--- config.mk ---
export PLATFORM = sky130hd
export DESIGN_NAME = eased_led_fill_animator
export DESIGN_NICKNAME = d
export VERILOG_FILES = /design/src/rtl/elf_pkg.sv /design/src/rtl/eased_led_fill_animator.sv /design/src/rtl/elf_div.sv /design/src/rtl/elf_ease.sv
export SDC_FILE = /design/constraint.sdc
export NUM_CORES = 1
export LEC_CHECK = 0
export BUFFER_PORTS_ARGS = -buffer_cell sky130_fd_sc_hd__clkbuf_2
export CAP_MARGIN = 20
export CORE_MARGIN = 2
export CORE_UTILIZATION = 50
export DETAILED_ROUTE_END_ITERATION = 7
export GPL_TIMING_DRIVEN = 0
export MAX_ROUTING_LAYER = met4
export PLACE_DENSITY = 0.74
export RECOVER_POWER = 50
export SYNTH_ARGS = -nofsm -noshare
export SYNTH_HDL_FRONTEND = slang
export SYNTH_SLANG_ARGS = --single-unit
--- constraint.sdc ---
create_clock -name clk -period 13.4 [get_ports clk]
set_clock_uncertainty 0.1 [all_clocks]
set_input_delay 2.01 -clock clk [delete_from_list [all_inputs] [get_ports clk]]
set_output_delay 2.01 -clock clk [all_outputs]
set_load 0.02 [all_outputs]
--- src/rtl/elf_pkg.sv ---
// shared constants, codes and types of the eased led fill animator
package elf_pkg;

  // fixed point of the easing curve
  localparam int FRAC_BITS = 16;
  localparam int T_W       = FRAC_BITS + 1;
  localparam int PROD_W    = 2 * T_W;
  localparam logic [T_W-1:0] ONE  = T_W'(1) << FRAC_BITS;
  localparam logic [T_W-1:0] HALF = T_W'(1) << (FRAC_BITS - 1);
  localparam int CNT_W     = $clog2(FRAC_BITS) + 1;

  // field widths
  localparam int TIME_W  = 32;
  localparam int DUR_W   = 16;
  localparam int LEN_W   = 11;
  localparam int PIX_W   = 16;
  localparam int COLOR_W = 24;
  localparam int MAX_LEDS = 1024;

  // input beat layout
  localparam int IN_TIME_LSB = 0;
  localparam int IN_TGT_BIT  = TIME_W;
  localparam int IN_PIX_LSB  = TIME_W + 1;
  localparam int IN_USED_W   = IN_PIX_LSB + PIX_W;
  localparam int IN_W        = ((IN_USED_W + 7) / 8) * 8;

  // output beat layout
  localparam int OUT_CHG_BIT   = LEN_W;
  localparam int OUT_ACT_BIT   = LEN_W + 1;
  localparam int OUT_COLOR_LSB = LEN_W + 2;
  localparam int OUT_USED_W    = OUT_COLOR_LSB + COLOR_W;
  localparam int OUT_W         = ((OUT_USED_W + 7) / 8) * 8;

  // configuration register indexes
  localparam int CFG_IDX_W = 2;
  localparam logic [CFG_IDX_W-1:0] REG_DURATION  = 2'd0;
  localparam logic [CFG_IDX_W-1:0] REG_SEG_LEN   = 2'd1;
  localparam logic [CFG_IDX_W-1:0] REG_SEG_START = 2'd2;
  localparam logic [CFG_IDX_W-1:0] REG_COLOR     = 2'd3;

  // register reset values
  localparam logic [DUR_W-1:0]   DUR_RST   = 16'd500;
  localparam logic [LEN_W-1:0]   LEN_RST   = 11'd1024;
  localparam logic [PIX_W-1:0]   START_RST = 16'd0;
  localparam logic [COLOR_W-1:0] COLOR_RST = 24'hFFFFFF;
  localparam logic [COLOR_W-1:0] BLACK     = 24'h000000;

  // command codes
  localparam logic CMD_TICK  = 1'b0;
  localparam logic CMD_QUERY = 1'b1;

  // status of an iterative unit
  typedef struct packed {
    logic busy;
    logic done;
  } elf_stat_t;

endpackage

--- src/rtl/eased_led_fill_animator.sv ---
// top level: config registers, tick and query sequencer, result register
// a tick that moves the clock goes from the accepting edge to out_tvalid through the steps
// (update, divider start, 16 divider steps, multiplier start, 4 phases, count write, result)
// without the divider steps when the ratio saturates at one; a tick that leaves the clock alone
// takes update and result, a query only the result; one item at a time, out_tready stalls hold it
// rst_n (synchronous) clears the animation state and loads the register defaults
module eased_led_fill_animator import elf_pkg::*; (
  input  logic                 clk,
  input  logic                 rst_n,
  // slave side
  input  logic                 in_tvalid,
  output logic                 in_tready,
  input  logic [IN_W-1:0]      in_tdata,   // time_ms, target_on, pixel_index, zero pad
  input  logic                 in_tuser,   // cmd
  // master side
  output logic                 out_tvalid,
  input  logic                 out_tready,
  output logic [OUT_W-1:0]     out_tdata,  // lit_count, count_changed, active, pixel_color, pad
  // configuration writes
  input  logic                 cfg_valid,
  output logic                 cfg_ready,
  input  logic [CFG_IDX_W-1:0] cfg_index,
  input  logic [COLOR_W-1:0]   cfg_data
);

  localparam logic [2:0] S_IDLE = 3'd0;
  localparam logic [2:0] S_UPD  = 3'd1;
  localparam logic [2:0] S_DIVS = 3'd2;
  localparam logic [2:0] S_DIV  = 3'd3;
  localparam logic [2:0] S_EASE = 3'd4;
  localparam logic [2:0] S_OUT  = 3'd5;

  logic [2:0]         state_r;
  logic [2:0]         state_nxt;
  logic [DUR_W-1:0]   dur_r;
  logic [LEN_W-1:0]   len_r;
  logic [PIX_W-1:0]   start_r;
  logic [COLOR_W-1:0] color_cfg_r;
  logic [TIME_W-1:0]  last_time_r;
  logic [DUR_W-1:0]   anim_r;
  logic [DUR_W-1:0]   anim_nxt;
  logic               upd;
  logic [LEN_W-1:0]   lit_pos_r;
  logic [TIME_W-1:0]  delta_r;
  logic               tgt_r;
  logic               changed_r;
  logic [COLOR_W-1:0] color_r;
  logic               out_valid_r;
  logic [OUT_W-1:0]   out_data_r;
  logic               in_beat;
  logic               out_free;
  logic [TIME_W-1:0]  in_time;
  logic [PIX_W-1:0]   in_pix;
  logic [PIX_W-1:0]   local_idx;
  logic [DUR_W-1:0]   dur_eff;
  logic [LEN_W-1:0]   len_eff;
  logic [TIME_W:0]    up_sum;
  elf_stat_t          div_stat;
  elf_stat_t          ease_stat;
  logic [T_W-1:0]     ratio;
  logic [LEN_W-1:0]   lit_new;

  assign in_time   = in_tdata[IN_TIME_LSB +: TIME_W];
  assign in_pix    = in_tdata[IN_PIX_LSB +: PIX_W];
  assign in_tready = state_r == S_IDLE;
  assign in_beat   = in_tvalid && in_tready;
  assign out_free  = !out_valid_r || out_tready;
  assign cfg_ready = 1'b1;

  assign dur_eff   = (dur_r == '0) ? DUR_W'(1) : dur_r;
  assign len_eff   = (len_r > LEN_W'(MAX_LEDS)) ? LEN_W'(MAX_LEDS) : len_r;
  assign local_idx = in_pix - start_r;

  // animation clock step
  always_comb begin
    up_sum   = {{(TIME_W + 1 - DUR_W){1'b0}}, anim_r} + {1'b0, delta_r};
    anim_nxt = anim_r;
    upd      = 1'b0;
    if (tgt_r) begin
      if (anim_r != dur_eff) begin
        anim_nxt = (up_sum > {{(TIME_W + 1 - DUR_W){1'b0}}, dur_eff}) ? dur_eff
                                                                     : up_sum[DUR_W-1:0];
        upd      = 1'b1;
      end
    end else if (anim_r != '0) begin
      anim_nxt = ({{(TIME_W - DUR_W){1'b0}}, anim_r} > delta_r)
               ? anim_r - delta_r[DUR_W-1:0] : '0;
      upd      = 1'b1;
    end
  end

  // sequencer next state
  always_comb begin
    state_nxt = state_r;
    unique case (state_r)
      S_IDLE: if (in_beat) state_nxt = (in_tuser == CMD_QUERY) ? S_OUT : S_UPD;
      S_UPD:  state_nxt = upd ? S_DIVS : S_OUT;
      S_DIVS: state_nxt = S_DIV;
      S_DIV:  if (div_stat.done) state_nxt = S_EASE;
      S_EASE: if (ease_stat.done) state_nxt = S_OUT;
      S_OUT:  if (out_free) state_nxt = S_IDLE;
      default: state_nxt = S_IDLE;
    endcase
  end

  // ratio of clock to duration
  elf_div u_div (
    .clk   (clk),
    .rst_n (rst_n),
    .start (state_r == S_DIVS),
    .num   (anim_r),
    .den   (dur_eff),
    .stat  (div_stat),
    .quot  (ratio)
  );

  // eased lit count
  elf_ease u_ease (
    .clk   (clk),
    .rst_n (rst_n),
    .start ((state_r == S_DIV) && div_stat.done),
    .t     (ratio),
    .len   (len_eff),
    .stat  (ease_stat),
    .lit   (lit_new)
  );

  // control, state and configuration registers
  always_ff @(posedge clk) begin
    if (!rst_n) begin
      state_r     <= S_IDLE;
      dur_r       <= DUR_RST;
      len_r       <= LEN_RST;
      start_r     <= START_RST;
      color_cfg_r <= COLOR_RST;
      last_time_r <= '0;
      anim_r      <= '0;
      lit_pos_r   <= '0;
      out_valid_r <= 1'b0;
    end else begin
      state_r <= state_nxt;
      if (cfg_valid && cfg_ready) begin
        unique case (cfg_index)
          REG_DURATION:  dur_r       <= cfg_data[DUR_W-1:0];
          REG_SEG_LEN:   len_r       <= cfg_data[LEN_W-1:0];
          REG_SEG_START: start_r     <= cfg_data[PIX_W-1:0];
          REG_COLOR:     color_cfg_r <= cfg_data;
          default:       dur_r       <= dur_r;
        endcase
      end
      if (in_beat && (in_tuser == CMD_TICK)) last_time_r <= in_time;
      if (state_r == S_UPD) anim_r <= anim_nxt;
      if ((state_r == S_EASE) && ease_stat.done) lit_pos_r <= lit_new;
      // result register
      if (state_r == S_OUT && out_free) begin
        out_valid_r <= 1'b1;
      end else if (out_tready) begin
        out_valid_r <= 1'b0;
      end
    end
  end

  // per-item payload
  always_ff @(posedge clk) begin
    if (in_beat) begin
      delta_r   <= in_time - last_time_r;
      tgt_r     <= in_tdata[IN_TGT_BIT];
      changed_r <= 1'b0;
      color_r   <= ((in_tuser == CMD_QUERY) && (local_idx < PIX_W'(lit_pos_r)))
                 ? color_cfg_r : BLACK;
    end else if ((state_r == S_EASE) && ease_stat.done) begin
      changed_r <= lit_new != lit_pos_r;
    end
    if (state_r == S_OUT && out_free) begin
      out_data_r <= {{(OUT_W - OUT_USED_W){1'b0}}, color_r, anim_r != '0, changed_r,
                     lit_pos_r};
    end
  end

  assign out_tvalid = out_valid_r;
  assign out_tdata  = out_data_r;

endmodule

--- src/rtl/elf_div.sv ---
// restoring divider giving the saturated ratio (num << FRAC_BITS) / den
module elf_div import elf_pkg::*; (
  input  logic             clk,
  input  logic             rst_n,
  input  logic             start,
  input  logic [DUR_W-1:0] num,
  input  logic [DUR_W-1:0] den,
  output elf_stat_t        stat,
  output logic [T_W-1:0]   quot
);

  logic             busy_r;
  logic             done_r;
  logic [CNT_W-1:0] cnt_r;
  logic [DUR_W-1:0] rem_r;
  logic [DUR_W-1:0] den_r;
  logic [T_W-1:0]   q_r;
  logic [DUR_W:0]   shl;
  logic             ge;

  // one quotient bit per cycle
  assign shl = {rem_r, 1'b0};
  assign ge  = shl >= {1'b0, den_r};

  // control
  always_ff @(posedge clk) begin
    if (!rst_n) begin
      busy_r <= 1'b0;
      done_r <= 1'b0;
      cnt_r  <= '0;
    end else begin
      done_r <= 1'b0;
      if (start) begin
        if (num >= den) begin
          done_r <= 1'b1;
        end else begin
          busy_r <= 1'b1;
          cnt_r  <= CNT_W'(FRAC_BITS);
        end
      end else if (busy_r) begin
        cnt_r <= cnt_r - 1'b1;
        if (cnt_r == CNT_W'(1)) begin
          busy_r <= 1'b0;
          done_r <= 1'b1;
        end
      end
    end
  end

  // remainder and quotient
  always_ff @(posedge clk) begin
    if (start) begin
      den_r <= den;
      rem_r <= num;
      q_r   <= (num >= den) ? ONE : '0;
    end else if (busy_r) begin
      rem_r <= ge ? DUR_W'(shl - {1'b0, den_r}) : shl[DUR_W-1:0];
      q_r   <= {q_r[T_W-2:0], ge};
    end
  end

  assign stat.busy = busy_r;
  assign stat.done = done_r;
  assign quot      = q_r;

endmodule

--- src/rtl/elf_ease.sv ---
// ease-in-out-cubic and length scaling over one shared multiplier
module elf_ease import elf_pkg::*; (
  input  logic             clk,
  input  logic             rst_n,
  input  logic             start,
  input  logic [T_W-1:0]   t,
  input  logic [LEN_W-1:0] len,
  output elf_stat_t        stat,
  output logic [LEN_W-1:0] lit
);

  localparam logic [2:0] PH_IDLE = 3'd0;
  localparam logic [2:0] PH_SQ   = 3'd1;
  localparam logic [2:0] PH_CUBE = 3'd2;
  localparam logic [2:0] PH_EASE = 3'd3;
  localparam logic [2:0] PH_LEN  = 3'd4;

  logic [2:0]        ph_r;
  logic              done_r;
  logic              lo_r;
  logic [T_W-1:0]    x_r;
  logic [T_W-1:0]    a_r;
  logic [T_W-1:0]    b_r;
  logic [LEN_W-1:0]  len_r;
  logic [LEN_W-1:0]  lit_r;
  logic [T_W:0]      u_full;
  logic [T_W-1:0]    x_in;
  logic [PROD_W-1:0] prod;
  logic [T_W-1:0]    prod_hi;
  logic [T_W-1:0]    e_val;

  // mirrored operand for the upper half of the curve
  assign u_full = {ONE, 1'b0} - {t, 1'b0};
  assign x_in   = (t < HALF) ? t : u_full[T_W-1:0];

  // the shared multiplier
  assign prod    = {{T_W{1'b0}}, a_r} * {{T_W{1'b0}}, b_r};
  assign prod_hi = prod[FRAC_BITS +: T_W];

  // eased value from the cube
  assign e_val = lo_r ? {a_r[T_W-3:0], 2'b00} : ONE - (a_r >> 1);

  // phase sequencer
  always_ff @(posedge clk) begin
    if (!rst_n) begin
      ph_r   <= PH_IDLE;
      done_r <= 1'b0;
    end else begin
      done_r <= 1'b0;
      unique case (ph_r)
        PH_IDLE: if (start) ph_r <= PH_SQ;
        PH_SQ:   ph_r <= PH_CUBE;
        PH_CUBE: ph_r <= PH_EASE;
        PH_EASE: ph_r <= PH_LEN;
        PH_LEN: begin
          ph_r   <= PH_IDLE;
          done_r <= 1'b1;
        end
        default: ph_r <= PH_IDLE;
      endcase
    end
  end

  // operands and results
  always_ff @(posedge clk) begin
    unique case (ph_r)
      PH_IDLE: begin
        if (start) begin
          lo_r  <= t < HALF;
          x_r   <= x_in;
          a_r   <= x_in;
          b_r   <= x_in;
          len_r <= len;
        end
      end
      PH_SQ: begin
        a_r <= prod_hi;
        b_r <= x_r;
      end
      PH_CUBE: a_r <= prod_hi;
      PH_EASE: begin
        a_r <= e_val;
        b_r <= T_W'(len_r);
      end
      PH_LEN:  lit_r <= prod[FRAC_BITS +: LEN_W];
      default: lit_r <= lit_r;
    endcase
  end

  assign stat.busy = ph_r != PH_IDLE;
  assign stat.done = done_r;
  assign lit       = lit_r;

endmodule

Yosys cells after proc, flatten, opt, wreduce, memory -nomap -nowiden. Cells that the tools add are included.

Reduce and logical (&&, ||, !) cells: 29. $lt $le $gt $ge: 7. Bitwise operators: 1. Add/sub/neg operators: 8. Muxes and demuxes: 43. $mul: 1. Equal/unequal tests: 22.

Operators with widths (count): $mux 16 (9); $mux 17 (6); $pmux 17 s3 (2); $sub 16x16->16 (3); $add 16x32->33 (1); $gt 33x16->1 (1); $mul 17x17->33 (1); $gt 16x32->1 (1); $sub 32x32->32 (1); $mux 3 (7); $pmux 3 s6 (1); $ge 17x16->1 (1); $lt 17x16->1 const B (1); $sub 1x17->17 const A (1); $sub 17x16->17 const A (1); $ge 16x16->1 (1); $logic_not 16->1 (1); $lt 16x11->1 (1); $ne 16x16->1 (1); $reduce_and 2->1 (8); $reduce_bool 16->1 (1); $mux 5 (3); $mux 1 (14); $eq 3x2->1 const B (4); 22 further kinds (40).

Register bits after elaboration: 359.

Depth between registers and ports, before layout.
Depth after elaboration: 7. Mapped depth: 25. Depth with buffers taken out: 24.

Modules after synthesis. From an unflattened synthesis, not the netlist that was laid out.

Cells, all modules: 3376. Area total of the unflattened synthesis: 30812.1 um^2.

By module, submodules not included: eased_led_fill_animator (instances 1, seq. area each 5445.2 um^2, cells an instance 1631, area each 14209.9 um^2); elf_ease (instances 1, seq. area each 2302.2 um^2, cells an instance 1397, area each 13028.7 um^2); elf_div (instances 1, seq. area each 1611.5 um^2, cells an instance 348, area each 3573.4 um^2).

Worst setup path after synthesis. OpenSTA, ideal clock, no wires.

Path kind: reg2reg. Start point: register u_ease.a_r[5]. End point: register u_ease.a_r[12], data pin. Clock period less this slack: 6839 ps. Path slack: 6561 ps. Stages on the path, launching flop included: 22. Arrival time: 6483 ps. Cell sequence: edfxtp_1 clkbuf_1 clkbuf_1 nand2_1 fa_1 inv_1 fa_1 inv_1 fa_1 inv_1 fa_1 fa_1 fa_1 ha_1 nand4_1 a21oi_1 or3_1 o31ai_1 a211oi_1 o41a_1 or3_1 a31o_2.

Longest elaborated chain between the ends: 3. Elaborated cells on any way between the ends: 4.

Ends and longest elaborated chain: start: declaration (line elf_ease.sv:22) `logic [T_W-1:0] a_r;`; start signal: assignment (line elf_ease.sv:71) `a_r <= x_in;`; start signal: assignment (line elf_ease.sv:77) `a_r <= prod_hi;`; start signal: assignment (line elf_ease.sv:80) `PH_CUBE: a_r <= prod_hi;`; branches (longest 2 deep; another with $mul 17x17->33); $pmux 17 s3 (*) (line elf_ease.sv:66) `unique case (ph_r)`.

Every way passes the cells marked *. A chain may end at the register's enable or synchronous reset.

Final worst setup path. Ends and elaborated chain as after synthesis.

==> results.json <==
{
  "status": "complete, but fails checks",
  "violations": "capacitance limit, slew limit",
  "port_buffers": 118,
  "htreeDepth": 2,
  "drv_slew": 28,
  "numCtsBuffers": 37,
  "cts_root_buf": "clkbuf_16",
  "syn_inst": 3344,
  "critPathMaxFanout": 10,
  "dpl_cell_area_um2": 32100,
  "finalInstanceArea_um2": 33200,
  "post_cts_resized": 0,
  "register_area_um2": 9360,
  "path_clk_slew_ps": 70,
  "first_global_vias": 24000,
  "synth_edf_count": 217,
  "synth_fa_ha_area_share_pct": 24.9,
  "ys_types": 81,
  "synth_top_family_by_area": "adder cells",
  "synth_compound_area_share_pct": 12.8,
  "coreArea_um2": 60100,
  "row_count": 90,
  "fmax_ghz": 0.118,
  "antenna_found_initial": 6,
  "num_vias": 24300,
  "multi_input_area_um2": 18600,
  "cts_tree": "built",
  "setup_violations": 0,
  "ys_ff_latch": 359,
  "cts.sinks": 359,
  "p_per_area_nw_per_um2": 117,
  "synth_xor_area_share_pct": 3.44,
  "die_h_um": 250,
  "hold_viol_final": 0,
  "drc": 0,
  "grt_pass1_wl_mm": 128,
  "ys_top_cells_by_area": "edfxtp_1, fa_1, ha_1, dfxtp_1, nand2_1",
  "peakVddDrop_uv": 104,
  "ios": 131,
  "crit_path_start_kind": "register",
  "start_util_pct": 50.4,
  "cp.arrival_ps": 8680,
  "clk_path_buf_depth": 3,
  "yosysWarnings": 0,
  "final_cells": 4325,
  "nets": 4068,
  "synth.avg_cell_area_um2": 9.07,
  "period_minus_slack_ps": 8490,
  "crit_type": "register to register",
  "yosysSeqAreaShare_pct": 30.9,
  "ctsHoldBuffers": 0,
  "utilization_pct": 55.1,
  "synth_simple_gate_area_share_pct": 19.1,
  "endpoint_kind": "register",
  "whs_ps": 312,
  "drt_iter0_drc": 2096,
  "wl_per_cell_um": 18.4,
  "slew_headroom_pct": -8.52,
  "min_path_type": "register to register",
  "placed_cells": 4255,
  "gp_congestion": 0.959,
  "worst_pin_slew_ps": 1630,
  "synth_top_area_share_pct": 21.5,
  "vias_per_cell": 5.63,
  "mostFrequentLayoutCell": "nand2_1",
  "rsz0062_at_grt": "false",
  "yosys.area.top_type": "edfxtp_1",
  "synthMuxAreaShare_pct": 0.903,
  "final.setup.tns_ps": 0,
  "grt_max_degree": 41,
  "track_usage_pct": 26.2,
  "layout_common_cells": "nand2_1, inv_1, ha_1",
  "wirelength_mm": 79.6,
  "first_pass_iters": 6,
  "syn_area_um2": 30300,
  "clk_latency_ps": 540,
  "synth_ff_type": "edfxtp_1",
  "synth-async-reset-ratio_pct": 0,
  "area_growth_pct": 9.29,
  "place_hpwl_mm": 63.1,
  "grt_remaining_overflow": 0,
  "timing.final.crit_share_pct": 63.4,
  "critPathRequiredTime_ps": 13590,
  "nFillCells": 5540,
  "die_width_um": 250,
  "cap_violations": 1,
  "ant_nets": 0,
  "cts_setup_buffers": 0,
  "drive_gt1_share_pct": 6.64,
  "die_area_um2": 62700,
  "p_leak_nw": 14.0
}
-- sequential cells by signal (all words and copies together), names as in the netlist, 24 cells and up --
register / count
out_tdata: 37
color_cfg_r: 24
color_r: 24
delta_r: 32
last_time_r: 32
-- layer usage --
layer / up-vias / share of wire (%) / wire length (um) / track usage [%]
li1: 11600 / - / - / -
met1: 11700 / 43 / 33900 / 34.3
met2: 902 / 46 / 36600 / 41.6
met3: 202 / 7.5 / 5970 / 4.15
met4: 0 / 4.0 / 3200 / 9.00
met5: - / 0 / 0 / -
-- cell type report --
class | instances | share of cell area, %
sequential | 359 | 28.2
timing repair buffer | 127 | 1.99
tap | 782 | 2.95
clock inverter | 16 | 0.366
inverter | 453 | 5.13
buffer | 181 | 2.21
clock buffer | 50 | 3.12
antenna | 4 | 0.0302
multi-input combinational | 2353 | 56.0
-- synth_stat cells (all sizes together), types with 8 or more instances --
cell,instances
a41oi,16
o221ai,8
o21bai,12
or4,9
nand2b,23
mux2i,24
nor3b,8
o211ai,38
a21oi,101
a21boi,88
inv,452
xnor2,73
nor2,161
nand3,80
a211oi,15
and4,8
o31ai,10
a21o,25
xor2,46
edfxtp,217
or3,10
o2111ai,8
nor3,62
o21a,24
or2,15
nand2,469
nor2b,60
nand3b,39
and3,23
clkbuf,155
dfxtp,142
nor4,29
buf,26
and2,143
nand4,26
ha,242
a31oi,25
o21ai,111
fa,226
-- per-stage QoR --
stage          setup WS [ps]  power [W]
6_report                4910    0.00388
2_1_floorplan           6560    0.00245
3_3_place_gp            4980    0.00284
3_5_place_dp            4990    0.00287
5_1_grt                 4580    0.00410
4_1_cts                 4950    0.00387
-- report_power, final --
part / switching, W / internal (W)
registers: 0.000120 / 0.00136
clock network: 0.000434 / 0.000564
logic: 0.000879 / 0.000517
total: 0.00143 / 0.00245
-- logic make-up after synthesis --
group / count (synthesis)
flip-flops: 359
AND/OR/NAND/NOR: 1179
multiplexers: 27
other: 2
adder cells (fa/ha/maj): 468
AO/OA/AOI/OAI: 556
buffers and inverters: 634
XOR/XNOR: 119
-- path summary, 6_finish.rpt --
check	startpoint	cells past startpoint	slack, ps	end
max	u_ease.a_r[5]	21	4910	u_ease.a_r[12]
min	color_r[6]	0	310	out_tdata[19]
max reg2reg	u_ease.a_r[5]	21	4910	u_ease.a_r[12]
min reg2reg	color_r[6]	0	310	out_tdata[19]
-- worst max-delay path, stage by stage, from the launching register on --
cell,delay (ps)
edfxtp_1,400
clkbuf_1,530
clkbuf_1,510
nand2_1,170
fa_1,560
inv_1,50
fa_1,490
inv_1,50
fa_1,480
inv_1,60
fa_1,500
fa_1,530
fa_1,520
ha_1,340
nand4_1,170
a311oi_1,110
or3_1,510
o31ai_1,770
a211oi_1,290
o41a_1,500
or3_1,330
a31o_2,250
Note: power is estimated with default switching activity, not from simulation.
